[config.mk]
export PLATFORM = sky130hd
export DESIGN_NAME = wtsp_fifo
export DESIGN_NICKNAME = d
export VERILOG_FILES = /design/src/rtl/core/wtsp_pkg.sv /design/src/rtl/core/wtsp_fifo.sv
export SDC_FILE = /design/constraint.sdc
export NUM_CORES = 1
export LEC_CHECK = 0
export BUFFER_PORTS_ARGS = -buffer_cell sky130_fd_sc_hd__buf_2
export CORE_MARGIN = 2
export CORE_UTILIZATION = 51
export CTS_CLUSTER_DIAMETER = 200
export DETAILED_ROUTE_END_ITERATION = 7
export HOLD_SLACK_MARGIN = 0.02
export PLACE_DENSITY_LB_ADDON = 0.3
export REMOVE_ABC_BUFFERS = 1
export SETUP_SLACK_MARGIN = 0.1
export SLEW_MARGIN = 40
export SYNTH_ARGS = -nofsm -noshare
export SYNTH_HDL_FRONTEND = slang
export SYNTH_SLANG_ARGS = --single-unit
[constraint.sdc]
create_clock -name i_clk -period 5.3 [get_ports i_clk]
set_clock_uncertainty 0.1 [all_clocks]
set_input_delay 1.06 -clock i_clk [delete_from_list [all_inputs] [get_ports i_clk]]
set_output_delay 1.06 -clock i_clk [all_outputs]
set_load 0.05 [all_outputs]
[src/rtl/core/wtsp_pkg.sv]
// Package with shared types and constants of the world-to-screen projection block.
`timescale 1ns / 1ps
package wtsp_pkg;
    localparam int CLIP_W     = 49;
    localparam int MAG_W      = 48;
    localparam int Q_W        = 41;
    localparam int N_W        = Q_W + 1;
    localparam int FIFO_DEPTH = 4;
    localparam int CFG_W      = 64;
    localparam int SIZE_W     = 14;
    localparam int NUM_ROWS   = 6;

    localparam logic signed [CLIP_W-1:0] BEHIND_MAX = 49'sd6553;
    localparam logic signed [31:0]       ON_MIN     = 32'sd6554;
    localparam logic [Q_W-1:0]           NORM_CLAMP = {1'b1, {(Q_W-1){1'b0}}};

    typedef enum logic [2:0] {
        CFG_ROW_X_A   = 3'd0,
        CFG_ROW_X_B   = 3'd1,
        CFG_ROW_Y_A   = 3'd2,
        CFG_ROW_Y_B   = 3'd3,
        CFG_ROW_D_A   = 3'd4,
        CFG_ROW_D_B   = 3'd5,
        CFG_WIDTH     = 3'd6,
        CFG_HEIGHT    = 3'd7
    } t_cfg_idx;

    typedef struct packed {
        logic signed [CLIP_W-1:0] cx;
        logic signed [CLIP_W-1:0] cy;
        logic signed [CLIP_W-1:0] cd;
        logic                     behind;
    } t_clip;
endpackage

[src/rtl/core/wtsp_fifo.sv]
// Short queue between the front end and the back end.
`timescale 1ns / 1ps
module wtsp_fifo #(
    parameter int DEPTH = wtsp_pkg::FIFO_DEPTH
) (
    input  logic            i_clk,
    input  logic            i_rst_n,
    input  logic            i_push,
    input  wtsp_pkg::t_clip i_item,
    input  logic            i_pop,
    output logic            o_full,
    output logic            o_empty,
    output wtsp_pkg::t_clip o_item
);
    localparam int AW = (DEPTH > 1) ? $clog2(DEPTH) : 1;
    localparam int CW = $clog2(DEPTH + 1);

    wtsp_pkg::t_clip r_mem [DEPTH];
    logic [AW-1:0]   r_wp, r_rp;
    logic [CW-1:0]   r_count;

    assign o_full  = (r_count == CW'(DEPTH));
    assign o_empty = (r_count == '0);
    assign o_item  = r_mem[r_rp];

    always_ff @(posedge i_clk) begin
        if (i_push) begin
            r_mem[r_wp] <= i_item;
        end
    end

    always_ff @(posedge i_clk) begin
        if (!i_rst_n) begin
            r_wp    <= '0;
            r_rp    <= '0;
            r_count <= '0;
        end else begin
            if (i_push) begin
                r_wp <= (r_wp == AW'(DEPTH - 1)) ? '0 : r_wp + 1'b1;
            end
            if (i_pop) begin
                r_rp <= (r_rp == AW'(DEPTH - 1)) ? '0 : r_rp + 1'b1;
            end
            r_count <= r_count + CW'(i_push) - CW'(i_pop);
        end
    end

    a_count_bound: assert property (@(posedge i_clk) disable iff (!i_rst_n)
        r_count <= CW'(DEPTH)) else $error("Queue count exceeds depth.");
    a_no_push_full: assert property (@(posedge i_clk) disable iff (!i_rst_n)
        o_full |-> !i_push) else $error("Push into a full queue.");
    a_no_pop_empty: assert property (@(posedge i_clk) disable iff (!i_rst_n)
        o_empty |-> !i_pop) else $error("Pop from an empty queue.");
endmodule

Word-level counts from Yosys, hierarchy flattened

Memory sizes are Yosys's and may differ from the RTL's. A register that Yosys moved wholly into a read port is not among the register bits.
Cells that the tools add are included.

Flip-flop bits (word level): 7
Bits in latches: 0
Memory bits (writable): 592
Bits in read-only memories: 0
Bits of input ports: 152
Output and inout bits: 150
Logic and storage cells: 18
Memories kept: 1

Add/subtract/negate cells: 4
$mul: 0
Divide/modulo/power cells: 0
Order comparisons: 0
Equal/unequal tests: 3
Shift operators: 0
Mux-type cells: 6
Bitwise logic cells: 0
Reduce and logical (&&, ||, !) cells: 1

Memories:

| memory | depth | bits a word | read ports | clocked after memory_dff | write ports | line            | text |
|---|---|---|---|---|---|---|---|
| r_mem  | 4     | 148         | 1          | 1                        | 1           | wtsp_fifo.sv:18 | `wtsp_pkg::t_clip r_mem [DEPTH];` |

Operators by type and width:

| kind                                                           | number |
|---|---|
| 2-bit two-way mux                                              | 4 |
| 2-bit by 1-bit adder with 2-bit output (second input constant) | 2 |
| 2-bit equality test (second input constant)                    | 2 |
| 3-bit by 1-bit adder with 3-bit output                         | 1 |
| 3-bit equality test (second input constant)                    | 1 |
| 3-bit logical NOT                                              | 1 |
| 3-bit by 1-bit subtractor with 3-bit output                    | 1 |
| 1-bit two-way mux                                              | 2 |

Logic depth before layout (Yosys ltp)

Gate-level depths: netlist of the first run.

Word-level depth: 4
Depth in mapped cells: 7
Mapped depth without buffers: 7

Worst setup path before layout of the first run

No wires, ideal clock.

Path type: input port to flip-flop
Start point: in i_push
End point: mem r_mem[0][0] (netlist bit), enable pin
Library setup time: 0.525 ns
Data arrival time: 4.439 ns
Data required time: 4.675 ns
Slack: 0.237 ns
Cell stages on the path: 1
Buffers on the path: 0
Path through: and2_1

Word-level cells in the longest chain between the ends: 2

Ends and longest elaborated chain:

| what                                    | line            | text |
|---|---|---|
| start, declared                         | wtsp_fifo.sv:8  | `input logic i_push,` |
| 1-bit two-way mux                       | wtsp_fifo.sv:27 | `if (i_push) begin` |
| 1-bit two-way mux (not written as such) | wtsp_fifo.sv:28 | `r_mem[r_wp] <= i_item;` |
| end, declared                           | wtsp_fifo.sv:18 |  |

Every way passes these cells.

==> summary.md, run 1 <==
| Metric | Value |
|---|---|
| Initial DRC count | `644` |
| Arrival time at the worst endpoint | `2640 ps` |
| Crit-path max FO | `40` |
| Clock tree buffer depth | `3` |
| Filler cell count | `2951` |
| Wirelength, routed | `40800 µm` |
| Setup ws final | `1500 ps` |
| Flops & latches, synth | `601` |
| Die H | `211 µm` |
| Post-route DRC violation count | `0` |
| Tot Pwr | `10.8 mW` |
| CTS Hold Buffers Added | `0` |
| Distinct cells, synth | `22` |
| YS warnings | `0` |
| Row cnt | `75` |
| # Post-CTS Setup Buffers | `0` |
| CTS tree | `yes` |
| Reg clk slew, reported paths | `60 ps` |
| Fin. Hold Viols | `0` |
| Sequential fraction of the synthesis area | `81.9%` |
| Global-route wire length before repair | `61300 µm` |
| TritonCTS Buffers | `60` |
| Max-cap violations | `0` |
| Fin crit period | `3800 ps` |
| Worst-case reg-to-reg path depth | `4` |
| Final period util | `71.8%` |
| Final Slew Violations | `0` |
| Kind of end point of the critical path | `primary output` |
| GRT Overall Usage | `18.6%` |
| DR vias | `9733` |
| Hold crit path type | `reg2reg` |
| Peak VDD IR | `306 µV` |
| Status | `finished clean` |
| Post-cts resize count | `0` |
| Gpl congestion | `0.746` |
| Pre-CTS setup slack | `2000 ps` |
| Worst-Skew Late Latency | `610 ps` |
| WHS Path Cells | `2` |
| Largest net degree at the start of global routing | `122` |
| First-pass DRT Iterations | `6` |
| Pwr Density | `416 nW/µm²` |
| Critical path class | `reg2out` |
| CTS Root Cell | `clkbuf_16` |
| Final net count | `1328` |
| CP Launch Type | `register` |
| Initial Utilization | `51.9%` |
| H-tree depth | `2` |
| RSZ-0062 raised after global routing | `false` |
| Number of global-route vias before repair | `10259` |
| Post-Syn Instances | `817` |
| Final antenna-violating net count | `0` |
| Final HPWL DP | `24900 µm` |
| Initial antenna violation count | `12` |
| Drt via density | `5.52` |
| Synth top area share | `81.1%` |
| Max Clk Rate | `0.263 GHz` |
| Setup violators final | `0` |
| Worst-Margin Slew | `834 ps` |
| Area Overhead vs Synth | `18.5%` |
| TritonCTS Sinks | `601` |
| Leading area contributor after synthesis | `edfxtp_1` |
| Gr ovfl total | `0` |
| DR WL/cell | `23.2 µm` |
| DIE WIDTH | `211 µm` |
| Leakage | `8.72 nW` |
| Worst Path Required | `4140 ps` |
| Synth top area cells | `edfxtp_1 (81%), mux4_2 (15%), buf_12 (1.0%)` |
| I/O Buffers | `301` |
| Die area | `44700 µm²` |
| Slew Limit Headroom | `44.4%` |
| Core box area | `42200 µm²` |
| Syn_area_per_cell | `26.8 µm²` |
| Layout cell share with drive strength beyond 1 | `45.8%` |
| Top Ports | `302` |
| Synth Cell Area | `21900 µm²` |
[state kept, by name, indices dropped and copies added, names as in the netlist, named ones only]
| signal | flops |
|---|---|
| r_count | 3 |
| r_wp | 2 |
| r_mem | 592 |
| r_rp | 2 |
[Yosys cell counts, drive strengths merged]
| library cell | n |
|---|---|
| edfxtp | 592 |
| mux4 | 148 |
| buf | 32 |
| dfxtp | 9 |
| ha | 7 |
| inv | 7 |
| and2 | 6 |
| nor2 | 3 |
| a21oi | 2 |
| mux2i | 2 |
| nand2b | 2 |
| or3b | 2 |
| and3 | 1 |
| clkbuf | 1 |
| fa | 1 |
| nor3 | 1 |
| xor3 | 1 |
[area by class of cell]
cell class              instances  area, µm²  area share (%)
diodes                          6       15.0          0.0578
clock buffers                  77       1610            6.18
clock inverters                35        274            1.05
inverters                       7       26.3           0.101
multi-input cells             176       3590            13.8
flip-flops and latches        601      18000            69.1
well taps                     539        674            2.60
repair buffers                322       1830            7.03
[logic make-up after synthesis]
family	count (synthesis)	synth area share [%]
flops	601	81.9
mux	150	15.3
buf+inv	40	1.78
simple gates	15	0.411
fa+ha+maj	8	0.491
compound gates	2	0.0456
xor+xnor	1	0.108
[per-stage QoR]
step	hold slack, ps	instance area [µm²]	utilization [%]	TNS (ps)	instances
after floorplan	376	21600	-	-431320	784
after global placement	374	24000	56.8	0	1640
after detailed placement	405	24100	57.0	0	1644
after CTS	420	25900	61.4	0	1756
after global routing	458	26000	61.5	0	1761
final	416	26000	61.5	0	1763
[critical path, cell delays in order, from the launching register on]
cell     delay [ps]
dfxtp_4         710
buf_4           620
mux4_2          420
buf_2           230
[report_power, final]
| part | internal [mW] | switching (mW) |
|---|---|---|
| registers | 5.43 | 0.0562 |
| logic | 0.396 | 0.921 |
| clock network | 2.32 | 1.68 |
| total | 8.15 | 2.66 |
[final timing paths]
path                            slack [ps]      endpoint  startpoint
worst max register to register        2910  r_mem[0][97]     r_wp[0]
worst min register to register         420      register     r_rp[0]
worst max-delay path                  1500    o_item[92]    register
worst min-delay path                   420      register     r_rp[0]
[metal layers]
metal	global-route usage (%)	vias to the layer above	wire, µm
met4	5.61	10	891
met3	6.69	72	3390
li1	-	4247	-
met5	0	-	54
met1	24.2	5127	16500
met2	29.8	277	20000
[layout by cell type, fill, tap and decap left out, types with 3 or more instances in the layout]
| cell type | synthesis | final |
|---|---|---|
| buf_4 | 2 | 8 |
| buf_12 | 11 | 13 |
| buf_2 | 13 | 301 |
| diode_2 | 0 | 6 |
| clkbuf_16 | 0 | 61 |
| clkinv_2 | 0 | 6 |
| nor2_1 | 3 | 3 |
| inv_6 | 0 | 3 |
| clkbuf_1 | 1 | 14 |
| inv_1 | 7 | 7 |
| clkinvlp_4 | 0 | 4 |
| dfxtp_1 | 9 | 7 |
| mux4_2 | 148 | 148 |
| ha_1 | 7 | 7 |
| bufinv_16 | 0 | 4 |
| edfxtp_1 | 592 | 592 |
| and2_4 | 0 | 4 |
| clkinv_1 | 0 | 18 |
Note: power is estimated with default switching activity, not from simulation.
==> run 2: changes to the inputs <==
--- a/config.mk
+++ b/config.mk
@@ -7,7 +7,7 @@
 export LEC_CHECK = 0
 export BUFFER_PORTS_ARGS = -buffer_cell sky130_fd_sc_hd__buf_2
 export CORE_MARGIN = 2
-export CORE_UTILIZATION = 51
+export CORE_UTILIZATION = 57
 export CTS_CLUSTER_DIAMETER = 200
 export DETAILED_ROUTE_END_ITERATION = 7
 export HOLD_SLACK_MARGIN = 0.02
==> constraint.sdc (replaced) <==
create_clock -name i_clk -period 3.65 [get_ports i_clk]
set_clock_uncertainty 0.1 [all_clocks]
set_input_delay 0.73 -clock i_clk [delete_from_list [all_inputs] [get_ports i_clk]]
set_output_delay 0.73 -clock i_clk [all_outputs]
set_load 0.05 [all_outputs]
==> run 2 against run 1 <==
First-iteration DRC count is 3.1% higher. Clock power is 40% higher. Via count is 0.23% higher. Register-to-register slack worse by 1200 ps. Combinational power is 47% higher. Cell count is 1.9% lower.
==> summary.md, run 2 (same netlist as run 1, synthesis figures left out) <==
| Metric | Value |
|---|---|
| Max Clk Rate | `0.304 GHz` |
| Critical path class | `reg2out` |
| RSZ-0062 raised after global routing | `false` |
| Peak VDD IR | `434 µV (+42%)` |
| Worst-Margin Slew | `657 ps (-177 ps)` |
| Area Overhead vs Synth | `18.1%` |
| Tot Pwr | `15.5 mW (+43%)` |
| CTS Root Cell | `clkbuf_16` |
| Number of global-route vias before repair | `10233 (-0.25%)` |
| Sw frac | `24.2% (-0.43 points)` |
| Final antenna-violating net count | `0 (unchanged)` |
| Filler cell count | `2302 (-22%)` |
| Top Ports | `302 (unchanged)` |
| Die H | `200 µm (-5.3%)` |
| Post-cts resize count | `0 (unchanged)` |
| Wirelength, routed | `39800 µm (-2.4%)` |
| Delay-heaviest family, CP | `flip-flops` |
| Post-route DRC violation count | `0 (unchanged)` |
| Layout cell share with drive strength beyond 1 | `45.7% (-0.15 points)` |
| Initial Utilization | `58.1% (+6.2 points)` |
| Final period util | `90.1%` |
| DR vias | `9755 (+0.23%)` |
| Slew Limit Headroom | `56.2% (+12 points)` |
| CTS Hold Buffers Added | `0 (unchanged)` |
| Top flop regs | `r_mem x592, r_count x3` |
| Crit-path max cell delay | `700 ps (about the same)` |
| Leakage | `8.70 nW (-0.19%)` |
| Sequential share of power | `51.4% (+0.6 points)` |
| Die area | `40100 µm² (-10%)` |
| Fin crit period | `3290 ps` |
| Area after DPL | `24100 µm² (+0.13%)` |
| Final Slew Violations | `0 (unchanged)` |
| Drt via density | `5.64 (+2.2%)` |
| TritonCTS Sinks | `601 (unchanged)` |
| Pwr Density | `598 nW/µm² (+44%)` |
| Setup ws final | `362 ps (-1130 ps)` |
| Worst-path cell chain | `buf_12 > mux4_2 > buf_2` |
| Final HPWL DP | `23800 µm (-4.4%)` |
| Clock share of power | `36.1% (-1.0 points)` |
| Initial DRC count | `664 (+3.1%)` |
| H-tree depth | `2 (unchanged)` |
| Worst path bufs/invs | `2 (unchanged)` |
| Max-cap violations | `0 (unchanged)` |
| Final net count | `1326 (-0.15%)` |
| Setup violators final | `0 (unchanged)` |
| Initial antenna violation count | `11 (-1)` |
| DR WL/cell | `23.0 µm (-0.50%)` |
| Clock tree buffer depth | `3 (unchanged)` |
| TritonCTS Buffers | `57 (-5.0%)` |
| Reg with most FFs | `r_mem` |
| Gpl congestion | `0.726 (-2.7%)` |
| Status | `finished clean` |
| Fin. Hold Viols | `0 (unchanged)` |
| DIE WIDTH | `200 µm (-5.3%)` |
| Crit-path max FO | `26 (-35%)` |
| Core box area | `37800 µm² (-11%)` |
| I/O Buffers | `301 (unchanged)` |
| Row cnt | `71 (-5.3%)` |
| Largest register FFs | `592 (unchanged)` |
| Worst-Skew Late Latency | `590 ps (-20 ps)` |
| CP Launch Type | `register` |
| First-pass DRT Iterations | `7 (+1)` |
| # Post-CTS Setup Buffers | `0 (unchanged)` |
| Crit-path slowest cell | `dfxtp_4` |
| Most frequent cells in the layout | `edfxtp_1 (592), buf_2 (301), mux4_2 (148)` |
| NetSw | `3.74 mW (+41%)` |
| Hold crit path type | `in2reg` |
| Reg clk slew, reported paths | `60 ps (about the same)` |
| CTS tree | `yes` |
| Worst Path Required | `2820 ps (-1320 ps)` |
| R2R Setup Slk | `1670 ps (-1240 ps)` |
| Largest net degree at the start of global routing | `94 (-23%)` |
| Gr ovfl total | `0 (unchanged)` |
| Global-route wire length before repair | `61400 µm (+0.11%)` |
| P_int | `11.8 mW (+44%)` |
| Gate power share | `12.5% (+0.3 points)` |
| GRT Overall Usage | `20.4% (+1.8 points)` |
| Pre-CTS setup slack | `895 ps (-1100 ps)` |
| Arrival time at the worst endpoint | `2460 ps (-180 ps)` |
| Post-route cell area | `25900 µm² (-0.27%)` |
| Kind of end point of the critical path | `primary output` |
| Commonest non-fill, non-tap cell in the layout | `edfxtp_1` |
run 2: changes by cell type in the layout (fill, tap and decap cells not counted), sizes merged:
cell / change
inv: -2
clkbuf: -7
diode: +1
buf: +1
clkinvlp: -2
bufinv: +1
clkinv: +2
run 2: per-layer routing:
metal	vias to the layer above	part of all wire, %	track usage (%)
li1	4253	-	-
met3	67	8.4	6.72
met2	331	49	32.1
met4	8	2.0	5.54
met1	5096	40	28.0
met5	-	0.13	0
run 2: power groups by stage:
| stage | Combinational [mW] | Sequential (mW) | Clock (mW) |
|---|---|---|---|
| floorplan | 1.36 | 8.19 | 0 |
| global placement | 1.94 | 8.09 | 0 |
| detailed placement | 1.96 | 8.10 | 0 |
| CTS | 1.96 | 7.96 | 5.73 |
| global route | 2.04 | 7.98 | 5.98 |
| finish | 1.94 | 7.96 | 5.60 |
run 2: per-stage QoR:
step | hold WS [ps] | setup TNS [ps] | instances | utilization, %
final | 250 | 0 | 1729 | 68.6
after floorplan | 376 | -1267960 | 784 | -
after detailed placement | 408 | 0 | 1618 | 63.8
after global placement | 383 | 0 | 1618 | 63.8
after CTS | 207 | 0 | 1722 | 68.6
after global routing | 214 | 0 | 1726 | 68.6
run 2: layout make-up:
cell class	count	area (µm²)	area share (%)
repair buffers	323	1870	7.22
well taps	511	639	2.47
clock buffers	70	1520	5.86
flip-flops and latches	601	18000	69.3
diodes	7	17.5	0.0676
multi-input cells	176	3590	13.9
inverters	7	26.3	0.101
clock inverters	34	280	1.08
run 2: final timing paths:
| kind | start | endpoint | cells after the start |
|---|---|---|---|
| setup / recovery | register | o_item[59] | 3 |
| hold / removal | i_item[117] | r_mem[2][117] | 1 |
| setup reg to reg | r_wp[0] | r_mem[0][71] | 4 |
| hold reg to reg | r_rp[0] | register | 2 |
==> run 3: changes to the inputs <==
--- a/config.mk
+++ b/config.mk
@@ -6,10 +6,12 @@
 export NUM_CORES = 1
 export LEC_CHECK = 0
 export BUFFER_PORTS_ARGS = -buffer_cell sky130_fd_sc_hd__buf_2
+export CAP_MARGIN = 20
 export CORE_MARGIN = 2
-export CORE_UTILIZATION = 57
+export CORE_UTILIZATION = 61
 export CTS_CLUSTER_DIAMETER = 200
 export DETAILED_ROUTE_END_ITERATION = 7
+export GPL_TIMING_DRIVEN = 0
 export HOLD_SLACK_MARGIN = 0.02
 export PLACE_DENSITY_LB_ADDON = 0.3
 export REMOVE_ABC_BUFFERS = 1
==> constraint.sdc (replaced) <==
create_clock -name i_clk -period 4.23 [get_ports i_clk]
set_clock_uncertainty 0.1 [all_clocks]
set_input_delay 0.846 -clock i_clk [delete_from_list [all_inputs] [get_ports i_clk]]
set_output_delay 0.846 -clock i_clk [all_outputs]
set_load 0.05 [all_outputs]
==> run 3 against run 2 <==
Clock-buffer cell count up 3. Sequential cell count is the same. Die area decreased by 6.4%. Power fell by 14%. Combinational power is 12% lower. Largest cell class unchanged.
==> summary.md, run 3 (same netlist as run 1, synthesis figures left out) <==
| Metric | Value |
|---|---|
| Status | `finished clean` |
| CTS tree | `yes` |
| Final Slew Violations | `0 (unchanged)` |
| Final antenna-violating net count | `0 (unchanged)` |
| Peak VDD IR | `425 µV (-2.1%)` |
| # Post-CTS Setup Buffers | `0 (unchanged)` |
| Post-cts resize count | `0 (unchanged)` |
| Reg clk slew, reported paths | `60 ps (about the same)` |
| CTS Root Cell | `clkbuf_16` |
| Fin crit period | `3390 ps` |
| Post-route DRC violation count | `0 (unchanged)` |
| DR WL/cell | `24.2 µm (+4.9%)` |
| Top cell by count, worst path | `buf_12` |
| Crit-path max cell delay | `560 ps (-140 ps)` |
| Crit-path slowest cell | `dfxtp_4` |
| Kind of end point of the critical path | `primary output` |
| Final TNS setup | `0 ps (unchanged)` |
| Gpl congestion | `0.735 (+1.1%)` |
| Worst-Margin Slew | `450 ps (-207 ps)` |
| Final period util | `80.1%` |
| Commonest non-fill, non-tap cell in the layout | `edfxtp_1` |
| Setup violators final | `0 (unchanged)` |
| H-tree depth | `2 (unchanged)` |
| Clock tree buffer depth | `3 (unchanged)` |
| Die H | `194 µm (-3.3%)` |
| Drt via density | `5.81 (+3.0%)` |
| Max-cap violations | `0 (unchanged)` |
| Pre-CTS setup slack | `1410 ps (+518 ps)` |
| Top flop regs | `r_mem x592, r_count x3` |
| Hold crit path type | `in2reg` |
| Initial DRC count | `588 (-11%)` |
| Number of global-route vias before repair | `10401 (+1.6%)` |
| Largest register FFs | `592 (unchanged)` |
| Worst-path cell chain | `buf_12 > buf_12 > mux4_2 > buf_2` |
| Worst path bufs/invs | `3 (+1)` |
| Setup ws final | `842 ps (+480 ps)` |
| Max Clk Rate | `0.295 GHz` |
| CTS Hold Buffers Added | `0 (unchanged)` |
| Global-route wire length before repair | `62300 µm (+1.6%)` |
| TritonCTS Buffers | `56 (-1.8%)` |
| Multi-input combinational cell area | `3590 µm² (unchanged)` |
| Most frequent cells in the layout | `edfxtp_1 (592), buf_2 (301), mux4_2 (148)` |
| Final HPWL DP | `25500 µm (+6.9%)` |
| Core box area | `35500 µm² (-6.0%)` |
| Die area | `37500 µm² (-6.4%)` |
| DR vias | `9792 (+0.38%)` |
| Top Ports | `302 (unchanged)` |
| Reg with most FFs | `r_mem` |
| TritonCTS Sinks | `601 (unchanged)` |
| Worst Path Required | `3280 ps (+460 ps)` |
| Row cnt | `69 (-2.8%)` |
| Fin. Hold Viols | `0 (unchanged)` |
| Layout cell share with drive strength beyond 1 | `46.0% (+0.36 points)` |
| Critical path class | `reg2out` |
| Worst-Skew Late Latency | `590 ps (about the same)` |
| Gr ovfl total | `0 (unchanged)` |
| First-pass DRT Iterations | `5 (-2)` |
| Slew Limit Headroom | `70.0% (+14 points)` |
| Crit-path max FO | `21 (-19%)` |
| Filler cell count | `1944 (-16%)` |
| Sequential cell area | `18000 µm² (unchanged)` |
| I/O Buffers | `301 (unchanged)` |
| Initial antenna violation count | `7 (-4)` |
| Initial Utilization | `61.8% (+3.7 points)` |
| Area Overhead vs Synth | `18.9%` |
| GRT Overall Usage | `22.2% (+1.8 points)` |
| Final net count | `1334 (+0.60%)` |
| Pwr Density | `514 nW/µm² (-14%)` |
| DIE WIDTH | `194 µm (-3.3%)` |
| Wirelength, routed | `40700 µm (+2.2%)` |
| CP Launch Type | `register` |
| Largest net degree at the start of global routing | `37 (-61%)` |
| Leakage | `8.79 nW (+1.0%)` |
| Delay-heaviest family, CP | `buffers and inverters` |
| Arrival time at the worst endpoint | `2440 ps (-20 ps)` |
| RSZ-0062 raised after global routing | `false` |
[run 3: final timing paths]
kind	startpoint	endpoint	slack, ps	depth (start not counted)
worst min register to register	r_rp[0]	register	410	2
worst max register to register	r_wp[1]	r_mem[1][141]	2250	5
worst min-delay path	i_item[133]	r_mem[1][133]	370	1
worst max-delay path	register	o_item[59]	840	4
[run 3: layout make-up]
class,count,area share [%]
antenna,5,0.0480
clock inverter,30,1.09
clock buffer,73,5.70
multi-input combinational,176,13.8
tap,461,2.21
inverter,7,0.101
sequential,601,68.9
timing repair buffer,332,8.18
[run 3: per-layer routing]
layer | up-vias | wire length [µm] | share of wire [%] | track usage [%]
li1 | 4267 | - | - | -
met1 | 5076 | 15700 | 38 | 29.1
met2 | 362 | 20900 | 51 | 36.8
met3 | 81 | 2950 | 7.2 | 5.44
met4 | 6 | 1170 | 2.9 | 8.37
met5 | - | 31 | 0.076 | 0
[run 3: power by group]
part,switching (mW),internal (mW)
Combinational,1.17,0.534
Sequential,0.0751,6.80
Clock,2.00,2.83
Total,3.24,10.2
[run 3: per-stage QoR]
step	hold WS (ps)	instances	util [%]	cell area (µm²)	total power, mW
after floorplan	376	784	-	21600	8.24
after global placement	393	1546	66.7	23700	8.80
after detailed placement	410	1577	68.5	24300	8.71
after CTS	334	1680	73.5	26100	13.5
after global routing	351	1683	73.5	26100	13.8
final	368	1685	73.5	26100	13.4
